File: config.mk
export PLATFORM = sky130hd
export DESIGN_NAME = lws_slots
export DESIGN_NICKNAME = d
export VERILOG_FILES = /design/src/hw/rtl/lws_pkg.sv /design/src/hw/rtl/lws_slots.sv
export SDC_FILE = /design/constraint.sdc
export NUM_CORES = 2
export LEC_CHECK = 0
export BUFFER_PORTS_ARGS = -buffer_cell sky130_fd_sc_hd__buf_4
export CAP_MARGIN = 15
export CORE_UTILIZATION = 37
export DETAILED_ROUTE_END_ITERATION = 8
export PLACE_DENSITY = 0.54
export SLEW_MARGIN = 20
export SYNTH_ARGS = -nofsm -noshare
export SYNTH_HDL_FRONTEND = slang
export SYNTH_SLANG_ARGS = --single-unit
File: constraint.sdc
create_clock -name clk -period 14.2 [get_ports clk]
set_input_delay 0.71 -clock clk [delete_from_list [all_inputs] [get_ports clk]]
set_output_delay 0.71 -clock clk [all_outputs]
set_load 0.005 [all_outputs]
File: src/hw/rtl/lws_pkg.sv
`timescale 1ns / 1ps
package lws_pkg;

    localparam int WINDOW_DEPTH_DEF = 32;
    localparam int NUM_SLOTS_DEF    = 16;

    localparam logic [2:0] FUNC_RECORD = 3'd0;
    localparam logic [2:0] FUNC_MAX    = 3'd1;
    localparam logic [2:0] FUNC_RECENT = 3'd2;
    localparam logic [2:0] FUNC_LOAD   = 3'd3;
    localparam logic [2:0] FUNC_CLEAR  = 3'd4;

    localparam logic CFG_HOLE_SIZE     = 1'b0;
    localparam logic CFG_MIN_SLOT_LOAD = 1'b1;

    localparam logic [3:0]  HOLE_SIZE_RST     = 4'd2;
    localparam logic [15:0] MIN_SLOT_LOAD_RST = 16'd4;

    typedef struct packed {
        logic [31:0] index;
        logic [31:0] count;
        logic [31:0] tmo;
        logic [63:0] sum;
    } slot_t;

    function automatic logic [31:0] sat_add32(input logic [31:0] a, input logic [31:0] b);
        logic [32:0] s;
        s = {1'b0, a} + {1'b0, b};
        return s[32] ? 32'hFFFF_FFFF : s[31:0];
    endfunction

    function automatic logic [63:0] sat_add64(input logic [63:0] a, input logic [63:0] b);
        logic [64:0] s;
        s = {1'b0, a} + {1'b0, b};
        return s[64] ? 64'hFFFF_FFFF_FFFF_FFFF : s[63:0];
    endfunction

endpackage

File: src/hw/rtl/lws_slots.sv
`timescale 1ns / 1ps
module lws_slots #(
    parameter int NUM_SLOTS = lws_pkg::NUM_SLOTS_DEF,
    localparam int SW = $clog2(NUM_SLOTS)
)(
    input  logic           clk,
    input  logic           wr_en,
    input  logic [SW-1:0]  wr_addr,
    input  lws_pkg::slot_t wr_data,
    input  logic [SW-1:0]  rd_addr,
    output lws_pkg::slot_t rd_data
);

    lws_pkg::slot_t mem [NUM_SLOTS];

    always_ff @(posedge clk)
    begin
        if (wr_en)
        begin
            mem[wr_addr] <= wr_data;
        end
        rd_data <= mem[rd_addr];
    end

endmodule

==> flow_metrics.tcl <==
set metrics [dict create \
    startpoint "rd_addr[0]" \
    peakVddDrop_uv 86.4 \
    grt_pass1_wl_mm 348 \
    synth.area.top_cells "edfxtp_1 77%, mux4_2 13%, dfxtp_1 3.2%" \
    hp-class "in -> reg" \
    critPathTopFamily "buffers and inverters" \
    slowest_delay_ns 0.84 \
    ant_nets 0 \
    critPathLaunchType "primary input" \
    yosysUniqueCellTypes 27 \
    dr_wl_met3_mm 14.3 \
    globalRouteOverflowTotal 0 \
    yosysSeqAreaShare_pct 80.6 \
    die_h_um 520 \
    area_delta_synth_final_pct 16.5 \
    clockRootBuffer "clkbuf_16" \
    total_power_mw 17.4 \
    final_cell_mix "2,560 x edfxtp_1, 595 x mux4_2, 406 x buf_4" \
    coreArea_um2 266000 \
    tightest_slew_ns 1.15 \
    max_freq_ghz 0.247 \
    via_per_inst 5.37 \
    post_cts_resized 0 \
    port_buffers 329 \
    cp.required_ns 14.91 \
    clockBufferDepth 4 \
    synth_fp_nets 4361 \
    power_leakage_nw 36.9 \
    grt_usage_pct 17.9 \
    skew_ns 0.0544 \
    layout-drive-gt1-share_pct 31.3 \
    met1_length_mm 109 \
    whs_ns 0.142 \
    htree_levels 5 \
    start_util_pct 37.3 \
    wl_mm 243 \
    finish.utilization_pct 43.5 \
    via_count 45426 \
    hold_depth 1 \
    grt_pass1_vias 47815 \
    cap_viol_max_count 0 \
    syn_avg_cell_area_um2 23.7 \
    place_congestion 0.715 \
    reg2reg_from "mem[3][22]" \
    cts.sinks 2720 \
    final_common_cell "edfxtp_1" \
    dr.max_layer_used "met5" \
    fin_crit_ns 4.04 \
    route.detailed.drc 0 \
    final_cell_count_no_fill 8463 \
    cp_common_cell "buf_4" \
    path_buf_inv 4 \
    antenna_found_initial 45 \
    setup_viol 0 \
    rsz0062_at_grt "false" \
    cp_num_cells 7 \
    placed_cells 7925 \
    numCtsBuffers 300 \
    grt_max_degree 110 \
    dp_slack_ns 9.17 \
    met2WireLength_mm 116 \
    path_clk_slew_ns 0.06 \
    hold_buffers 0 \
    die_w_um 520 \
    final_area_um2 116000 \
    status "complete, no violations" \
    cp_slowest_cell "buf_4" \
    post_drt_wl_per_cell_um 28.7 \
    yosysWarningCount 0 \
    final_hold_viol_count 0 \
    pin_count 330 \
    critPathKind "in -> reg" \
    critPathMaxFanout 98 \
    cts_setup_buffers 0 \
    hold_start "wr_data[119]" \
    tns_ns 0 \
    path_cells "buf_8 -> buf_12 -> buf_4 -> buf_4 -> mux4_2 -> a22oi_1 -> nand2_1" \
    die-area_um2 270000 \
    crit_arrival_ns 4.75 \
    drv_slew 0 \
    num_rows 189 \
    hpwl_mm 119 \
    power_density_nw_per_um2 150 \
    syn_area_um2 99300 \
    insertion_delay_ns 0.85 \
    reg2reg_depth 3 \
    fillers 22616 \
    slew_headroom_pct 23.2 \
    cts_tree "yes" \
    syn_inst 4191 \
    min_period_over_period_pct 28.5 \
    drtIter0Drc 4149 \
    cp-end-kind "flip-flop" \
    drt-pass1-iter-count 5 \
    synth_top_area_share_pct 77.4 \
    fin_ws_ns 10.16 \
    ys_seq_elements 2720 \
    fin_nets 4864 \
    placed_area_um2 106000 \
    synth.largest_area_cell "edfxtp_1" \
]
[state kept, by name, summed over array words and instances, names as in the netlist]
register  flops
mem        2560
rd_data     160
[cells by family (layout without fill, tap and decap cells)]
group                  after synthesis  in the layout  share of synthesized area, %
AND/OR/NAND/NOR                    199            199                         0.922
buffers and inverters              222            953                          1.09
flip-flops                        2720           2720                          80.6
AO/OA/AOI/OAI                      339            339                          2.58
multiplexers                       711            711                          14.8
other                                0              8                             0
[cell usage after synthesis]
library cell,instances
or2_2,1
mux4_2,595
nand2b_1,21
buf_6,2
nand3_1,1
nand2_1,117
and2_1,3
buf_4,27
a22oi_1,266
o21ai_0,17
nor3_1,4
nor2b_1,34
buf_1,9
nor2_2,1
clkbuf_1,80
mux2i_1,35
nor2_1,14
buf_2,104
edfxtp_1,2560
o221ai_1,28
or3b_2,1
a221oi_1,17
mux2_2,81
o22a_1,9
dfxtp_1,160
nand3b_1,2
o21ai_1,2
[final cells by class]
cell class | instances | area [µm²] | area share (%)
diodes | 8 | 20.0 | 0.0173
repair buffers | 423 | 3370 | 2.92
well taps | 3533 | 4420 | 3.82
flip-flops and latches | 2720 | 80100 | 69.2
multi-input cells | 1249 | 18300 | 15.8
clock buffers | 403 | 8250 | 7.13
clock inverters | 127 | 1220 | 1.06
[path summary, 6_finish.rpt]
kind / endpoint / slack (ns)
min: mem[13][119] / 0.14
min reg2reg: rd_data[132] / 0.64
max reg2reg: rd_data[22] / 12.68
max: rd_data[69] / 10.16
[power breakdown]
part / switching [mW] / total (mW) / internal (mW)
clock: 3.07 / 7.50 / 4.43
combinational: 0.466 / 0.819 / 0.353
sequential: 0.0726 / 9.05 / 8.98
[layer usage]
metal	GRT usage (%)	up-vias
li1	-	18939
met1	25.3	24927
met2	28.3	1164
met3	3.82	358
met4	4.18	38
met5	0	-
Note: power is estimated with default switching activity, not from simulation.
