==> config.mk <==
export PLATFORM = sky130hd
export DESIGN_NAME = lws_window
export DESIGN_NICKNAME = d
export VERILOG_FILES = /design/src/hw/rtl/lws_pkg.sv /design/src/hw/rtl/lws_window.sv
export SDC_FILE = /design/constraint.sdc
export NUM_CORES = 1
export LEC_CHECK = 0
export BUFFER_PORTS_ARGS = -buffer_cell sky130_fd_sc_hd__buf_2
export CAP_MARGIN = 30
export CORE_MARGIN = 2
export CORE_UTILIZATION = 49
export DETAILED_ROUTE_END_ITERATION = 10
export PLACE_DENSITY = 0.62
export SLEW_MARGIN = 10
export SYNTH_ARGS = -nofsm -noshare
export SYNTH_HDL_FRONTEND = slang
export SYNTH_SLANG_ARGS = --single-unit
export TNS_END_PERCENT = 1
==> constraint.sdc <==
create_clock -name clk -period 6.5 [get_ports clk]
set_input_delay 1.625 -clock clk [delete_from_list [all_inputs] [get_ports clk]]
set_output_delay 1.625 -clock clk [all_outputs]
set_load 0.005 [all_outputs]
==> src/hw/rtl/lws_pkg.sv <==
`timescale 1ns / 1ps
package lws_pkg;

    localparam int WINDOW_DEPTH_DEF = 32;
    localparam int NUM_SLOTS_DEF    = 16;

    localparam logic [2:0] FUNC_RECORD = 3'd0;
    localparam logic [2:0] FUNC_MAX    = 3'd1;
    localparam logic [2:0] FUNC_RECENT = 3'd2;
    localparam logic [2:0] FUNC_LOAD   = 3'd3;
    localparam logic [2:0] FUNC_CLEAR  = 3'd4;

    localparam logic CFG_HOLE_SIZE     = 1'b0;
    localparam logic CFG_MIN_SLOT_LOAD = 1'b1;

    localparam logic [3:0]  HOLE_SIZE_RST     = 4'd2;
    localparam logic [15:0] MIN_SLOT_LOAD_RST = 16'd4;

    typedef struct packed {
        logic [31:0] index;
        logic [31:0] count;
        logic [31:0] tmo;
        logic [63:0] sum;
    } slot_t;

    function automatic logic [31:0] sat_add32(input logic [31:0] a, input logic [31:0] b);
        logic [32:0] s;
        s = {1'b0, a} + {1'b0, b};
        return s[32] ? 32'hFFFF_FFFF : s[31:0];
    endfunction

    function automatic logic [63:0] sat_add64(input logic [63:0] a, input logic [63:0] b);
        logic [64:0] s;
        s = {1'b0, a} + {1'b0, b};
        return s[64] ? 64'hFFFF_FFFF_FFFF_FFFF : s[63:0];
    endfunction

endpackage

==> src/hw/rtl/lws_window.sv <==
`timescale 1ns / 1ps
module lws_window #(
    parameter int WINDOW_DEPTH = lws_pkg::WINDOW_DEPTH_DEF,
    localparam int AW = (WINDOW_DEPTH > 1) ? $clog2(WINDOW_DEPTH) : 1
)(
    input  logic          clk,
    input  logic          wr_en,
    input  logic [AW-1:0] wr_addr,
    input  logic [31:0]   wr_lat,
    input  logic          wr_tmo,
    input  logic [AW-1:0] rd_addr,
    output logic [31:0]   rd_lat,
    output logic          rd_tmo
);

    logic [31:0] lat_mem [WINDOW_DEPTH];
    logic        tmo_mem [WINDOW_DEPTH];

    always_ff @(posedge clk)
    begin
        if (wr_en)
        begin
            lat_mem[wr_addr] <= wr_lat;
            tmo_mem[wr_addr] <= wr_tmo;
        end
        rd_lat <= lat_mem[rd_addr];
        rd_tmo <= tmo_mem[rd_addr];
    end

endmodule

==> report_table.html <==
<table>
<tr><th>Metric</th><th>Value</th></tr>
<tr><th colspan="2">Worst hold path</th></tr>
<tr><td>Min-Delay Path Class</td><td>register to register</td></tr>
<tr><td>Source of the worst hold timing path</td><td>lat_mem[16][17]</td></tr>
<tr><td>Destination of the worst hold path</td><td>rd_lat[17]</td></tr>
<tr><td>Worst hold path depth</td><td>4</td></tr>
<tr><th colspan="2">Clocking</th></tr>
<tr><td>Post-CTS Hold Fix Bufs</td><td>0</td></tr>
<tr><td>Count of H-tree levels built during CTS</td><td>3</td></tr>
<tr><td>Clock Path Buffers</td><td>3</td></tr>
<tr><td>Cts bufs inserted</td><td>108</td></tr>
<tr><td>Setup Fix Bufs, Post-CTS</td><td>0</td></tr>
<tr><td>Number of gates resized after cts</td><td>0</td></tr>
<tr><td>Sinks on the clock net</td><td>1089</td></tr>
<tr><td>CTS clock-pin slew for the worst setup and hold paths</td><td>0.06 ns</td></tr>
<tr><td>Root buffer selected by CTS</td><td>sky130_fd_sc_hd__clkbuf_16</td></tr>
<tr><td>Clock latency of the later-clocked register in the worst-skew pair</td><td>0.67 ns</td></tr>
<tr><td>TritonCTS clock tree</td><td>yes</td></tr>
<tr><th colspan="2">Flow run</th></tr>
<tr><td>Maximum Capacitance Violations</td><td>0</td></tr>
<tr><th colspan="2">STA</th></tr>
<tr><td>Transition time at the pin with the least slew margin</td><td>0.992 ns</td></tr>
<tr><td>Pins over their slew limit</td><td>0</td></tr>
<tr><td>Slew margin rel.</td><td>0.337</td></tr>
<tr><td>Count of final hold-check violations</td><td>0</td></tr>
<tr><td>Fin Setup TNS</td><td>0 ns</td></tr>
<tr><td>Final clock skew</td><td>0.0157 ns</td></tr>
<tr><td>Final-report setup violation count</td><td>0</td></tr>
<tr><td>Peak Freq</td><td>0.277 GHz</td></tr>
<tr><td>Final critical path time including I/O delays and setup</td><td>3.61 ns</td></tr>
<tr><td>Unrepaired setup endpoints after global routing</td><td>false</td></tr>
<tr><td>Post-route clock period utilization</td><td>0.556</td></tr>
<tr><th colspan="2">Finish</th></tr>
<tr><td>FILL cells</td><td>6539</td></tr>
<tr><td>Final Non-Filler Cells</td><td>3687</td></tr>
<tr><td>Layout cells sized above 1</td><td>0.137</td></tr>
<tr><td>Diodes inserted</td><td>0</td></tr>
<tr><td>Final Net Count</td><td>2499</td></tr>
<tr><td>Post-synthesis to final-layout area growth</td><td>13.1%</td></tr>
<tr><th colspan="2">Critical path</th></tr>
<tr><td>CP max stage cell</td><td>sky130_fd_sc_hd__buf_8</td></tr>
<tr><td>WS Path Type</td><td>primary input to register</td></tr>
<tr><td>Startpoint types</td><td>primary input</td></tr>
<tr><td>Buffer and inverter count on the worst path</td><td>3</td></tr>
<tr><td>CP endpoint kind</td><td>register</td></tr>
<tr><td>Startpoint of the worst-slack reg-to-reg timing path</td><td>lat_mem[3][0]</td></tr>
<tr><td>Slowest stage delay, CP</td><td>0.66 ns</td></tr>
<tr><td>Critical-path cell list</td><td>buf_8 &gt; buf_4 &gt; buf_4 &gt; mux2i_1 &gt; a22o_1 &gt; nor3_1 &gt; a31oi_1 &gt; nand3_1</td></tr>
<tr><td>Capturing point of the worst reg2reg path</td><td>rd_lat[0]</td></tr>
<tr><td>First element of the critical path</td><td>rd_addr[0]</td></tr>
<tr><td>Reg2reg setup slack</td><td>5.02 ns</td></tr>
<tr><td>Arr. time, crit path</td><td>4.15 ns</td></tr>
<tr><td>Family with the most delay on the worst path</td><td>buffers and inverters</td></tr>
<tr><td>Number of cells on the worst reg-to-reg path</td><td>5</td></tr>
<tr><td>Highest net fanout along the worst path</td><td>83</td></tr>
<tr><td>Required @ worst endpoint</td><td>7.04 ns</td></tr>
<tr><td>Most frequent cell on the critical path</td><td>sky130_fd_sc_hd__buf_4</td></tr>
<tr><th colspan="2">Run status</th></tr>
<tr><td>Outcome</td><td>completed</td></tr>
<tr><th colspan="2">Floorplan</th></tr>
<tr><td>Effective utilization at floorplan</td><td>0.493</td></tr>
<tr><td>I/O pin count</td><td>78</td></tr>
<tr><td>Number of cell rows</td><td>107</td></tr>
<tr><td>Overall die area</td><td>0.0877 mm²</td></tr>
<tr><td>Horizontal extent of the die</td><td>296 µm</td></tr>
<tr><td>Area of the placeable core</td><td>0.0849 mm²</td></tr>
<tr><td>Die height</td><td>296 µm</td></tr>
<tr><th colspan="2">Detailed routing</th></tr>
<tr><td>Wire length reported by the detailed router</td><td>102000 µm</td></tr>
<tr><td>Routed via count divided by cell count</td><td>5.86</td></tr>
<tr><td>Violation count after the first detailed-route iteration</td><td>2009</td></tr>
<tr><td>Detailed-route via count</td><td>21600</td></tr>
<tr><td>Detailed-route DRC error count</td><td>0</td></tr>
<tr><td>DRT antenna net count</td><td>0</td></tr>
<tr><td>Average wire per cell in the routed design</td><td>27.5 µm</td></tr>
<tr><td>Number of iterations in the first detailed-routing pass</td><td>5</td></tr>
<tr><th colspan="2">Synth</th></tr>
<tr><td>Sequential fraction of the synthesis area</td><td>0.774</td></tr>
<tr><td>Synthesized netlist net count</td><td>2378</td></tr>
<tr><td>Library cells used by synthesis</td><td>25</td></tr>
<tr><td>Total number of yosys warnings</td><td>0</td></tr>
<tr><td>Synth Cell Area</td><td>0.0418 mm²</td></tr>
<tr><td>Mapped Avg Cell Area</td><td>17.9 µm²</td></tr>
<tr><td>Number of flip-flops and latches in the synthesized netlist</td><td>1089</td></tr>
<tr><td>Gate count of the mapped netlist</td><td>2333</td></tr>
<tr><th colspan="2">Placement</th></tr>
<tr><td>RePlAce Congestion</td><td>0.791</td></tr>
<tr><td>Placed Cells incl. Taps</td><td>3487</td></tr>
<tr><td>Number of input and output port buffers inserted</td><td>77</td></tr>
<tr><td>HPWL after DPL</td><td>59600 µm</td></tr>
<tr><th colspan="2">Pwr</th></tr>
<tr><td>Worst vdd ir</td><td>238 µV</td></tr>
<tr><td>Power per cell area</td><td>309 mW/mm²</td></tr>
<tr><td>Leak</td><td>0.0164 µW</td></tr>
<tr><th colspan="2">Global routing</th></tr>
<tr><td>Global router's overall resource usage</td><td>0.234</td></tr>
<tr><td>First-pass GRT wire length</td><td>147000 µm</td></tr>
<tr><td>Number of antenna violations at the first check in global routing</td><td>7</td></tr>
<tr><td>Via count of the first global-routing pass</td><td>21800</td></tr>
<tr><td>Largest net degree at the start of global routing</td><td>84</td></tr>
<tr><td>Overflow left after global routing</td><td>0</td></tr>
</table>
## layout make-up
cell class,count,area (µm²),area share
Clock buffer,137,2910,0.0614
Clock inverter,62,519,0.0110
Multi-Input combinational cell,1110,8860,0.187
Sequential cell,1089,32400,0.685
Tap cell,1144,1430,0.0303
Timing Repair Buffer,145,1200,0.0253
## worst reg2reg max path, stage by stage (launching register included)
cell and delay (ns):
sky130_fd_sc_hd__edfxtp_1 0.39, sky130_fd_sc_hd__mux2i_1 0.22, sky130_fd_sc_hd__a22o_1 0.18, sky130_fd_sc_hd__nor3_1 0.06, sky130_fd_sc_hd__a31oi_1 0.31, sky130_fd_sc_hd__nand3_1 0.17
## worst max-delay path by stage
stage	end	slack, ns	cells after the start
global route	rd_lat[2]	2.79	8
CTS	rd_lat[1]	2.96	8
finish	rd_lat[1]	2.89	8
detailed placement	rd_lat[1]	2.25	8
floorplan	lat_mem[12][0]	2.40	3
global placement	rd_lat[2]	2.28	8
## logic make-up (layout without fill, tap and decap cells)
| logic type | Yosys count | count (layout) | synth area share |
|---|---|---|---|
| buf+inv | 134 | 344 | 0.0203 |
| mux | 528 | 528 | 0.126 |
| compound gates | 297 | 297 | 0.0484 |
| flops | 1089 | 1089 | 0.774 |
| simple gates | 285 | 285 | 0.0307 |
## state kept, by name (all words and copies together), names as in the netlist
register,count
lat_mem,1024
rd_lat,32
tmo_mem,32
rd_tmo,1
## where the power goes
group          total [µW]  internal, µW  switching, µW
Sequential           7850          7810           45.0
Clock                6010          3440           2570
Combinational         738           237            501
## through the flow
step                      utilization  hold slack, ns  power [µW]  worst slack, ns  instance area [µm²]
after CTS                       0.557           0.605       14700             2.96                47300
after global routing            0.557           0.649       15000             2.79                47300
final                           0.557           0.600       14600             2.89                47300
after global placement          0.514           0.589        8720             2.28                43600
after floorplan                     -           0.553        8390             2.40                41800
after detailed placement        0.516           0.582        8740             2.25                43800
## cells in the final DEF, fill, tap and decap left out, types with 49 or more instances in the layout
cell,synthesis,final
sky130_fd_sc_hd__a21oi_1,99,99
sky130_fd_sc_hd__edfxtp_1,1056,1056
sky130_fd_sc_hd__buf_4,21,49
sky130_fd_sc_hd__clkbuf_16,0,111
sky130_fd_sc_hd__buf_2,34,76
sky130_fd_sc_hd__nand2_1,102,101
sky130_fd_sc_hd__mux2i_1,528,528
sky130_fd_sc_hd__nand3_1,101,101
sky130_fd_sc_hd__a22o_1,66,66
sky130_fd_sc_hd__a22oi_1,99,99
## cell usage after synthesis
cell / number / area (µm²)
sky130_fd_sc_hd__edfxtp_1: 1056 / 31700
sky130_fd_sc_hd__clkbuf_4: 2 / 15.0
sky130_fd_sc_hd__buf_6: 23 / 259
sky130_fd_sc_hd__buf_2: 34 / 170
sky130_fd_sc_hd__clkbuf_1: 38 / 143
sky130_fd_sc_hd__or2_2: 1 / 6.26
sky130_fd_sc_hd__nand3b_1: 5 / 37.5
sky130_fd_sc_hd__nand2b_1: 2 / 12.5
sky130_fd_sc_hd__mux2i_1: 528 / 5290
sky130_fd_sc_hd__buf_1: 12 / 45.0
sky130_fd_sc_hd__a31oi_1: 33 / 206
sky130_fd_sc_hd__dfxtp_1: 33 / 661
sky130_fd_sc_hd__a22oi_1: 99 / 743
sky130_fd_sc_hd__nand3_1: 101 / 505
sky130_fd_sc_hd__nor3_1: 33 / 165
sky130_fd_sc_hd__or3_1: 1 / 6.26
sky130_fd_sc_hd__and2_1: 1 / 6.26
sky130_fd_sc_hd__nand2_1: 102 / 383
sky130_fd_sc_hd__a22o_1: 66 / 578
sky130_fd_sc_hd__nor2b_1: 2 / 12.5
sky130_fd_sc_hd__buf_8: 4 / 60.1
sky130_fd_sc_hd__nor2_1: 35 / 131
sky130_fd_sc_hd__or3b_2: 2 / 17.5
sky130_fd_sc_hd__a21oi_1: 99 / 495
sky130_fd_sc_hd__buf_4: 21 / 158
## routing by layer
| layer | vias to the layer above | part of all wire | track usage |
|---|---|---|---|
| met5 | - | 0.00079 | 0 |
| met4 | 14 | 0.035 | 0.0898 |
| met3 | 177 | 0.064 | 0.0438 |
| met2 | 687 | 0.48 | 0.375 |
| met1 | 11200 | 0.42 | 0.319 |
| li1 | 9505 | - | - |
Power figures use the tool's default switching activity.
